<file path="src/rtl/core/acc_pkg.sv">
// shared types and constants for the alarm clock controller
// no dependencies; imported by acc_core and alarm_clock_controller
package acc_pkg;

  // item kind carried in tuser
  typedef enum logic [1:0] {
    KIND_POLL   = 2'd0,
    KIND_STOP   = 2'd1,
    KIND_SNOOZE = 2'd2,
    KIND_TICK   = 2'd3
  } kind_t;

  // configuration register indexes
  localparam logic [2:0] REG_ALARM_HOUR    = 3'd0;
  localparam logic [2:0] REG_ALARM_MINUTE  = 3'd1;
  localparam logic [2:0] REG_ALARM_DUR     = 3'd2;
  localparam logic [2:0] REG_SNOOZE_DUR    = 3'd3;
  localparam logic [2:0] REG_TONE_PERIOD   = 3'd4;

  localparam int CFG_INDEX_W = 3;
  localparam int CFG_DATA_W  = 16;
  localparam int IN_DATA_W   = 24;
  localparam int OUT_DATA_W  = 24;

  // value of the last-second register after reset, never a real second
  localparam logic [5:0] LAST_SECOND_RESET = 6'd60;

  typedef struct packed {
    logic [4:0]  alarm_hour;
    logic [5:0]  alarm_minute;
    logic [14:0] alarm_duration_s;
    logic [14:0] snooze_duration_s;
    logic [15:0] tone_period_ms;
  } acc_cfg_t;

  typedef struct packed {
    logic [14:0] snooze_seconds_left;
    logic        snooze_event;
    logic        alarm_event;
    logic        time_event;
    logic        armed;
    logic        snoozing;
    logic        alarming;
    logic        tone_select;
    logic        sound_on;
  } acc_result_t;

endpackage

</file>
<file path="src/rtl/core/acc_core.sv">
// alarm state registers and the single-pass next-state / result logic
// depends on acc_pkg
module acc_core (
  input  logic               clk,
  input  logic               rst,
  input  logic               step,
  input  acc_pkg::kind_t     kind,
  input  logic [4:0]         hour,
  input  logic [5:0]         minute,
  input  logic [5:0]         second,
  input  logic               switch_off,
  input  acc_pkg::acc_cfg_t  cfg,
  output acc_pkg::acc_result_t result
);
  import acc_pkg::*;

  logic        armed_flag, alarming_flag, snoozing_flag, stop_pending, silence_pending;
  logic        piezo_active, tone_toggle;
  logic [15:0] alarm_seconds_left, tone_ms_left;
  logic [14:0] snooze_left;
  logic [5:0]  last_second;

  logic        armed_flag_next, alarming_flag_next, snoozing_flag_next;
  logic        stop_pending_next, silence_pending_next;
  logic        piezo_active_next, tone_toggle_next;
  logic [15:0] alarm_seconds_left_next, tone_ms_left_next;
  logic [14:0] snooze_left_next;
  logic [5:0]  last_second_next;
  logic        time_ev, alarm_ev, snooze_ev;
  logic [15:0] dur_sum;
  logic        trip_match;

  assign dur_sum    = {1'b0, cfg.alarm_duration_s} + {1'b0, cfg.snooze_duration_s};
  assign trip_match = (second == 6'd0) && (minute == cfg.alarm_minute) &&
                      (hour == cfg.alarm_hour);

  always_comb begin
    armed_flag_next         = armed_flag;
    alarming_flag_next      = alarming_flag;
    snoozing_flag_next      = snoozing_flag;
    stop_pending_next       = stop_pending;
    silence_pending_next    = silence_pending;
    piezo_active_next       = piezo_active;
    tone_toggle_next        = tone_toggle;
    alarm_seconds_left_next = alarm_seconds_left;
    tone_ms_left_next       = tone_ms_left;
    snooze_left_next        = snooze_left;
    last_second_next        = last_second;
    time_ev                 = 1'b0;
    alarm_ev                = 1'b0;
    snooze_ev               = 1'b0;

    case (kind)
      KIND_POLL: begin
        if (stop_pending_next) begin
          alarm_seconds_left_next = '0;
          stop_pending_next       = 1'b0;
        end
        // alarm switch
        if (switch_off) begin
          if (armed_flag_next) begin
            armed_flag_next         = 1'b0;
            snooze_left_next        = '0;
            alarm_seconds_left_next = '0;
            if (alarming_flag_next) begin
              alarming_flag_next = 1'b0;
              snoozing_flag_next = 1'b0;
              piezo_active_next  = 1'b0;
              tone_toggle_next   = 1'b0;
            end
          end
        end else if (!armed_flag_next) begin
          armed_flag_next         = 1'b1;
          snooze_left_next        = '0;
          alarm_seconds_left_next = '0;
          tone_toggle_next        = 1'b0;
        end
        // new second: count down
        if (second != last_second) begin
          if (alarming_flag_next) begin
            if (snooze_left_next == 15'd1) begin
              snooze_ev          = 1'b1;
              snoozing_flag_next = 1'b0;
              tone_toggle_next   = 1'b0;
            end
            if (snooze_left_next != '0)
              snooze_left_next = snooze_left_next - 15'd1;
            if (alarm_seconds_left_next != '0)
              alarm_seconds_left_next = alarm_seconds_left_next - 16'd1;
          end
          last_second_next = second;
          time_ev          = 1'b1;
        end
        // trip or end
        if (armed_flag_next) begin
          if (!alarming_flag_next && trip_match) begin
            alarming_flag_next      = 1'b1;
            alarm_ev                = 1'b1;
            alarm_seconds_left_next = {1'b0, cfg.alarm_duration_s};
          end else if (alarming_flag_next && alarm_seconds_left_next == '0) begin
            alarming_flag_next   = 1'b0;
            snoozing_flag_next   = 1'b0;
            alarm_ev             = 1'b1;
            snooze_left_next     = '0;
            silence_pending_next = 1'b1;
          end
        end
      end
      KIND_STOP: begin
        if (alarming_flag)
          stop_pending_next = 1'b1;
      end
      KIND_SNOOZE: begin
        if (alarming_flag) begin
          snooze_left_next        = cfg.snooze_duration_s;
          snooze_ev               = 1'b1;
          snoozing_flag_next      = 1'b1;
          alarm_seconds_left_next = dur_sum;
          piezo_active_next       = 1'b0;
        end
      end
      KIND_TICK: begin
        if (alarming_flag && snooze_left == '0) begin
          if (tone_ms_left == '0) begin
            tone_ms_left_next = cfg.tone_period_ms;
            if (!piezo_active) begin
              piezo_active_next = 1'b1;
              tone_toggle_next  = ~tone_toggle;
            end else begin
              piezo_active_next = 1'b0;
            end
          end
          tone_ms_left_next = tone_ms_left_next - 16'd1;
        end else if (silence_pending) begin
          piezo_active_next    = 1'b0;
          silence_pending_next = 1'b0;
          tone_toggle_next     = 1'b0;
        end
      end
      default: begin
      end
    endcase

    result.sound_on            = piezo_active_next;
    result.tone_select         = piezo_active_next & ~tone_toggle_next;
    result.alarming            = alarming_flag_next;
    result.snoozing            = snoozing_flag_next;
    result.armed               = armed_flag_next;
    result.time_event          = time_ev;
    result.alarm_event         = alarm_ev;
    result.snooze_event        = snooze_ev;
    result.snooze_seconds_left = snooze_left_next;
  end

  always_ff @(posedge clk) begin
    if (rst) begin
      armed_flag         <= 1'b0;
      alarming_flag      <= 1'b0;
      snoozing_flag      <= 1'b0;
      stop_pending       <= 1'b0;
      silence_pending    <= 1'b0;
      piezo_active       <= 1'b0;
      tone_toggle        <= 1'b0;
      alarm_seconds_left <= '0;
      tone_ms_left       <= '0;
      snooze_left        <= '0;
      last_second        <= LAST_SECOND_RESET;
    end else if (step) begin
      armed_flag         <= armed_flag_next;
      alarming_flag      <= alarming_flag_next;
      snoozing_flag      <= snoozing_flag_next;
      stop_pending       <= stop_pending_next;
      silence_pending    <= silence_pending_next;
      piezo_active       <= piezo_active_next;
      tone_toggle        <= tone_toggle_next;
      alarm_seconds_left <= alarm_seconds_left_next;
      tone_ms_left       <= tone_ms_left_next;
      snooze_left        <= snooze_left_next;
      last_second        <= last_second_next;
    end
  end

  // snooze only exists inside an active alarm
  a_snooze_in_alarm: assert property (@(posedge clk) disable iff (rst)
    snoozing_flag |-> alarming_flag)
    else $error("snoozing without alarming");

  // an alarm can only be active while armed
  a_alarm_armed: assert property (@(posedge clk) disable iff (rst)
    alarming_flag |-> armed_flag)
    else $error("alarming while disarmed");

  // state moves only when an item is processed
  a_hold_idle: assert property (@(posedge clk) disable iff (rst)
    !step |=> ($stable(alarming_flag) && $stable(snooze_left) && $stable(tone_ms_left)))
    else $error("state changed without an item");

  // seconds are only observed on polls
  a_time_ev_poll: assert property (@(posedge clk) disable iff (rst)
    (step && result.time_event) |-> (kind == KIND_POLL))
    else $error("time event on a non-poll item");

endmodule

</file>
<file path="src/rtl/core/alarm_clock_controller.sv">
// alarm clock controller top level: stream ports, config registers,
// input and result registers around acc_core; depends on acc_pkg, acc_core
// path: a slave-side transfer goes through the input register, then the result register
// throughput: one item per cycle while m_tready holds; the input register refills in the
// cycle it drains, and the result register is reloaded in the same cycle it is taken
// reset: synchronous, active high; clears handshake valids, alarm state and config to defaults
// every item yields exactly one result item
module alarm_clock_controller (
  input  logic                              clk,
  input  logic                              rst,
  // slave side
  input  logic                              s_tvalid,
  output logic                              s_tready,
  input  logic [acc_pkg::IN_DATA_W-1:0]     s_tdata,   // hour[4:0], minute[10:5],
                                                       // second[16:11], switch_off[17], zero fill
  input  logic [1:0]                        s_tuser,   // kind[1:0]
  // master side
  output logic                              m_tvalid,
  input  logic                              m_tready,
  output logic [acc_pkg::OUT_DATA_W-1:0]    m_tdata,   // sound_on[0], tone_select[1],
                                                       // alarming[2], snoozing[3], armed[4],
                                                       // time_event[5], alarm_event[6],
                                                       // snooze_event[7],
                                                       // snooze_seconds_left[22:8], zero fill
  // configuration write port
  input  logic                              cfg_we,
  input  logic [acc_pkg::CFG_INDEX_W-1:0]   cfg_index,
  input  logic [acc_pkg::CFG_DATA_W-1:0]    cfg_data
);
  import acc_pkg::*;

  // input register
  logic        in_valid;
  kind_t       in_kind;
  logic [4:0]  in_hour;
  logic [5:0]  in_minute;
  logic [5:0]  in_second;
  logic        in_switch_off;

  // result register
  acc_result_t out_result;

  acc_cfg_t    cfg;
  acc_result_t step_result;
  logic        step;

  // process the held item when the result register is free or being drained
  assign step     = in_valid && (!m_tvalid || m_tready);
  assign s_tready = !in_valid || step;

  // configuration registers; the user must write them only while idle, the block does not enforce it
  always_ff @(posedge clk) begin
    if (rst) begin
      cfg.alarm_hour        <= 5'd8;
      cfg.alarm_minute      <= 6'd0;
      cfg.alarm_duration_s  <= 15'd300;
      cfg.snooze_duration_s <= 15'd540;
      cfg.tone_period_ms    <= 16'd150;
    end else if (cfg_we) begin
      case (cfg_index)
        REG_ALARM_HOUR:   cfg.alarm_hour        <= cfg_data[4:0];
        REG_ALARM_MINUTE: cfg.alarm_minute      <= cfg_data[5:0];
        REG_ALARM_DUR:    cfg.alarm_duration_s  <= cfg_data[14:0];
        REG_SNOOZE_DUR:   cfg.snooze_duration_s <= cfg_data[14:0];
        REG_TONE_PERIOD:  cfg.tone_period_ms    <= cfg_data;
        default: begin
          // unused index, write dropped
        end
      endcase
    end
  end

  // input register: loads on every slave-side transfer
  always_ff @(posedge clk) begin
    if (rst) begin
      in_valid <= 1'b0;
    end else if (s_tready) begin
      in_valid <= s_tvalid;
    end
  end

  always_ff @(posedge clk) begin
    if (s_tvalid && s_tready) begin
      in_kind       <= kind_t'(s_tuser);
      in_hour       <= s_tdata[4:0];
      in_minute     <= s_tdata[10:5];
      in_second     <= s_tdata[16:11];
      in_switch_off <= s_tdata[17];
    end
  end

  acc_core u_core (
    .clk        (clk),
    .rst        (rst),
    .step       (step),
    .kind       (in_kind),
    .hour       (in_hour),
    .minute     (in_minute),
    .second     (in_second),
    .switch_off (in_switch_off),
    .cfg        (cfg),
    .result     (step_result)
  );

  // result register: holds until the master-side transfer
  always_ff @(posedge clk) begin
    if (rst) begin
      m_tvalid <= 1'b0;
    end else if (step) begin
      m_tvalid <= 1'b1;
    end else if (m_tready) begin
      m_tvalid <= 1'b0;
    end
  end

  always_ff @(posedge clk) begin
    if (step) begin
      out_result <= step_result;
    end
  end

  assign m_tdata = {{(OUT_DATA_W - $bits(acc_result_t)){1'b0}}, out_result};

endmodule

</file>
<file path="config.mk">
export PLATFORM = sky130hd
export DESIGN_NAME = alarm_clock_controller
export DESIGN_NICKNAME = d
export VERILOG_FILES = /design/src/rtl/core/acc_pkg.sv /design/src/rtl/core/acc_core.sv /design/src/rtl/core/alarm_clock_controller.sv
export SDC_FILE = /design/constraint.sdc
export NUM_CORES = 1
export LEC_CHECK = 0
export BUFFER_PORTS_ARGS = -buffer_cell sky130_fd_sc_hd__buf_2
export CAP_MARGIN = 10
export CORE_UTILIZATION = 55
export DETAILED_ROUTE_END_ITERATION = 8
export GPL_TIMING_DRIVEN = 0
export PLACE_DENSITY = 0.75
export SYNTH_ARGS = -nofsm -noshare
export SYNTH_HDL_FRONTEND = slang
export SYNTH_SLANG_ARGS = --single-unit
</file>
<file path="constraint.sdc">
create_clock -name clk -period 3.8 [get_ports clk]
set_input_delay 1.14 -clock clk [delete_from_list [all_inputs] [get_ports clk]]
set_output_delay 1.14 -clock clk [all_outputs]
set_load 0.05 [all_outputs]
</file>
==> results.yml <==
floorplan:
  initial_core_util_pct: 56.6
  rows: 46
  dieWidth_um: 130
  coreArea_mm2: 0.0160
  die_y_um: 130
  io_pins: 76
  die_area_mm2: 0.0170
placement:
  hpwl_um: 19200
  place_ws_ns: -0.806
  placed_cell_area_mm2: 0.00967
  dp_cells: 1345
  port_buffers: 67
  gp_congestion: 0.958
clocking:
  ctsHoldBuffers: 0
  cts_buffer_depth: 2
  cts_tree: "yes"
  cts_inserted_buffers: 17
  htree_levels: 4
  cts-root-buf: "clkbuf_16"
  clk_pin_slew_ns: 0.07
  clock_latency_ns: 0.44
  cts.sinks: 162
timing:
  final-setup-viol-count: 0
  hold_violations: 0
  tightestPinTransition_ns: 1.16
  setup_ws_ns: 0.114
  clock_skew_ns: 0.0100
  fin_crit_ns: 3.69
  clock.fmax_ghz: 0.271
  slew_viol_final: 0
  setup_tns_ns: 0
  slew_headroom_pct: 21.4
  finalCritPeriodShare_pct: 97.0
  rsz0062_at_grt: "true"
layout:
  stdcell_count: 1401
  fill_cells: 1394
  final_nets: 1246
  diodes: 0
  syn2layout_area_growth_pct: 17.2
  drive_gt1_share_pct: 15.7
  final_cell_mix: "170 x nand2_1, 118 x dfxtp_1, 98 x nor2_1"
  final_common_cell: "nand2_1"
  finalInstanceArea_mm2: 0.0106
pwr:
  leakage_nw: 4.01
  swShare_pct: 29.6
  power_density_mw_per_mm2: 390
  fin_total_pwr_w: 0.00414
  clkPwrFrac_pct: 41.1
  power.internal_w: 0.00292
  vdd_drop_max_uv: 432
  comb_power_share_pct: 13.3
  seqPwrFrac_pct: 45.6
  p_sw_w: 0.00123
min_path:
  hold_depth: 2
  hold_class: "flip-flop to flip-flop"
  min_from: "u_core.last_second[1]"
  hold_end: "u_core.last_second[1]"
logic_synthesis:
  synth_edf_count: 43
  yosysWarnings: 0
  synth-seq-area-share_pct: 40.6
  synthArstFlopShare_pct: 0
  synth_area_mm2: 0.00906
  netlist_instances: 1062
  ys_types: 89
  synth_fp_nets: 1136
  ys.flop_type: "dfxtp_1"
  ys_ff_latch: 162
  syn_avg_cell_area_um2: 8.53
worst_setup_path:
  crit_slowest_cell: "a21boi_1"
  path_cells: "buf_6, buf_4, nand2_1, and2_1, a21boi_1, nand2_1, o31a_1, nor4b_4, buf_4, a41oi_4, buf_6, o41ai_4, a21oi_1"
  cp_top_family: "compound AO/OA/AOI/OAI gates"
  r2r_setup_slack_ns: 0.11
  worstSetupPathType: "flip-flop to flip-flop"
  crit_path_max_incr_delay_ns: 0.68
  end_kind: "flip-flop"
  critPathRequiredTime_ns: 4.10
  r2r_end: "u_core.silence_pending"
  arrival_ns: 3.98
  worstReg2RegStart: "in_switch_off"
  worstSetupStartpointType: "flip-flop"
  path_buf_inv: 4
  reg2reg_depth: 13
  critPathMaxFanout: 10
  crit_cells: 13
global_routing:
  grt_util_all_layers_pct: 32.2
  grt_pass1_wl_um: 41300
  antenna_found_initial: 0
  grt_max_degree: 33
  grt_pass1_vias: 7879
  grt_overflow: 0
run_status:
  status: "complete, no violations"
routing:
  num_vias: 8650
  detail-route-antenna-nets: 0
  drt-vias-per-instance: 6.17
  wl_per_cell_um: 18.8
  firstDrtPassIters: 8
  drc: 0
  wl_um: 26400
  initialDrtViolationCount: 836
run:
  cap_violations: 0
area by class of cell:
type                    instances  area, µm²  area share, %
multi-input cells             819       5210           49.1
flip-flops and latches        162       3670           34.6
repair buffers                 91        523           4.93
clock buffers                  17        425           4.01
plain buffers                  63        278           2.62
well taps                     216        270           2.55
clock inverters                15        165           1.56
inverters                      18       67.6          0.636
synth_stat cells (9+ instances only):
| library cell | n | area, µm² |
|---|---|---|
| a21oi_1 | 90 | 450 |
| xnor2_1 | 29 | 254 |
| nand3_1 | 20 | 100 |
| o211ai_1 | 12 | 90.1 |
| a21o_1 | 13 | 97.6 |
| xor2_1 | 12 | 105 |
| a211oi_1 | 23 | 173 |
| clkbuf_1 | 53 | 199 |
| or3_1 | 12 | 75.1 |
| o21ai_0 | 41 | 205 |
| nand3b_1 | 11 | 82.6 |
| dfxtp_1 | 119 | 2380 |
| nor2_1 | 99 | 372 |
| and2_1 | 9 | 56.3 |
| nor3_1 | 28 | 140 |
| a31oi_1 | 11 | 68.8 |
| nand2_1 | 172 | 646 |
| o21a_1 | 12 | 90.1 |
| ha_1 | 23 | 288 |
| edfxtp_1 | 43 | 1290 |
| and3_1 | 17 | 106 |
| nor4_1 | 14 | 87.6 |
| mux2i_1 | 22 | 220 |
| inv_1 | 17 | 63.8 |
power by group through the flow:
stage	Sequential, W	Clock (W)	Combinational (W)
finish	0.00189	0.00170	0.000553
global route	0.00190	0.00179	0.000597
CTS	0.00189	0.00172	0.000529
detailed placement	0.00193	0	0.000500
global placement	0.00193	0	0.000494
floorplan	0.00196	0	0.000317
registers in the layout, indices dropped and copies added, names as in the netlist:
name / flops
cfg: 57
in_hour: 5
in_kind: 2
in_minute: 6
in_second: 6
in_switch_off: 1
in_valid: 1
m_tdata: 23
m_tvalid: 1
u_core.alarm_seconds_left: 16
u_core.alarming_flag: 1
u_core.armed_flag: 1
u_core.last_second: 6
u_core.piezo_active: 1
u_core.silence_pending: 1
u_core.snooze_left: 15
u_core.snoozing_flag: 1
u_core.stop_pending: 1
u_core.tone_ms_left: 16
u_core.tone_toggle: 1
through the flow:
stage          utilization [%]  hold slack (ns)
2_1_floorplan                -            0.439
3_3_place_gp              60.4            0.449
3_5_place_dp              60.4            0.459
4_1_cts                   65.3            0.469
5_1_grt                   66.4            0.486
6_report                  66.4            0.466
worst max path at each step:
| stage | start | to | slack [ns] |
|---|---|---|---|
| after global routing | u_core.tone_ms_left[13] | u_core.tone_ms_left[12] | -0.03 |
| final | in_switch_off | u_core.silence_pending | 0.11 |
| after global placement | in_switch_off | m_tdata[6] | -0.82 |
| after floorplan | in_switch_off | u_core.silence_pending | 0.15 |
| after CTS | in_switch_off | u_core.snooze_left[13] | 0.008 |
| after detailed placement | in_switch_off | m_tdata[6] | -0.81 |
metal layers:
| metal | up-vias | wire length, µm | track usage [%] |
|---|---|---|---|
| li1 | 4104 | - | - |
| met1 | 4059 | 11000 | 41.5 |
| met2 | 414 | 12200 | 52.2 |
| met3 | 73 | 2070 | 6.03 |
| met4 | 0 | 1110 | 15.2 |
| met5 | - | 0 | 0 |
worst min-delay path: stages (launching register included):
cell	delay (ns)
dfxtp_1	0.32
nand2_1	0.05
a21oi_1	0.05
logic make-up after synthesis:
kind of cell / share of synthesized area [%]
AND/OR/NAND/NOR: 23.1
AO/OA/AOI/OAI: 21.9
multiplexers: 2.93
other: 0.0414
adder cells (fa/ha/maj): 3.40
flip-flops: 40.6
buffers and inverters: 3.65
XOR/XNOR: 4.45
what timing repair did:
item / in CTS / in global routing
pin swaps: 10 / 12
setup endpoints to repair: 40 / 36
resized for setup: 19 / 22
setup buffers: 16 / 8
No activity file was read; power rests on OpenSTA's default activity.
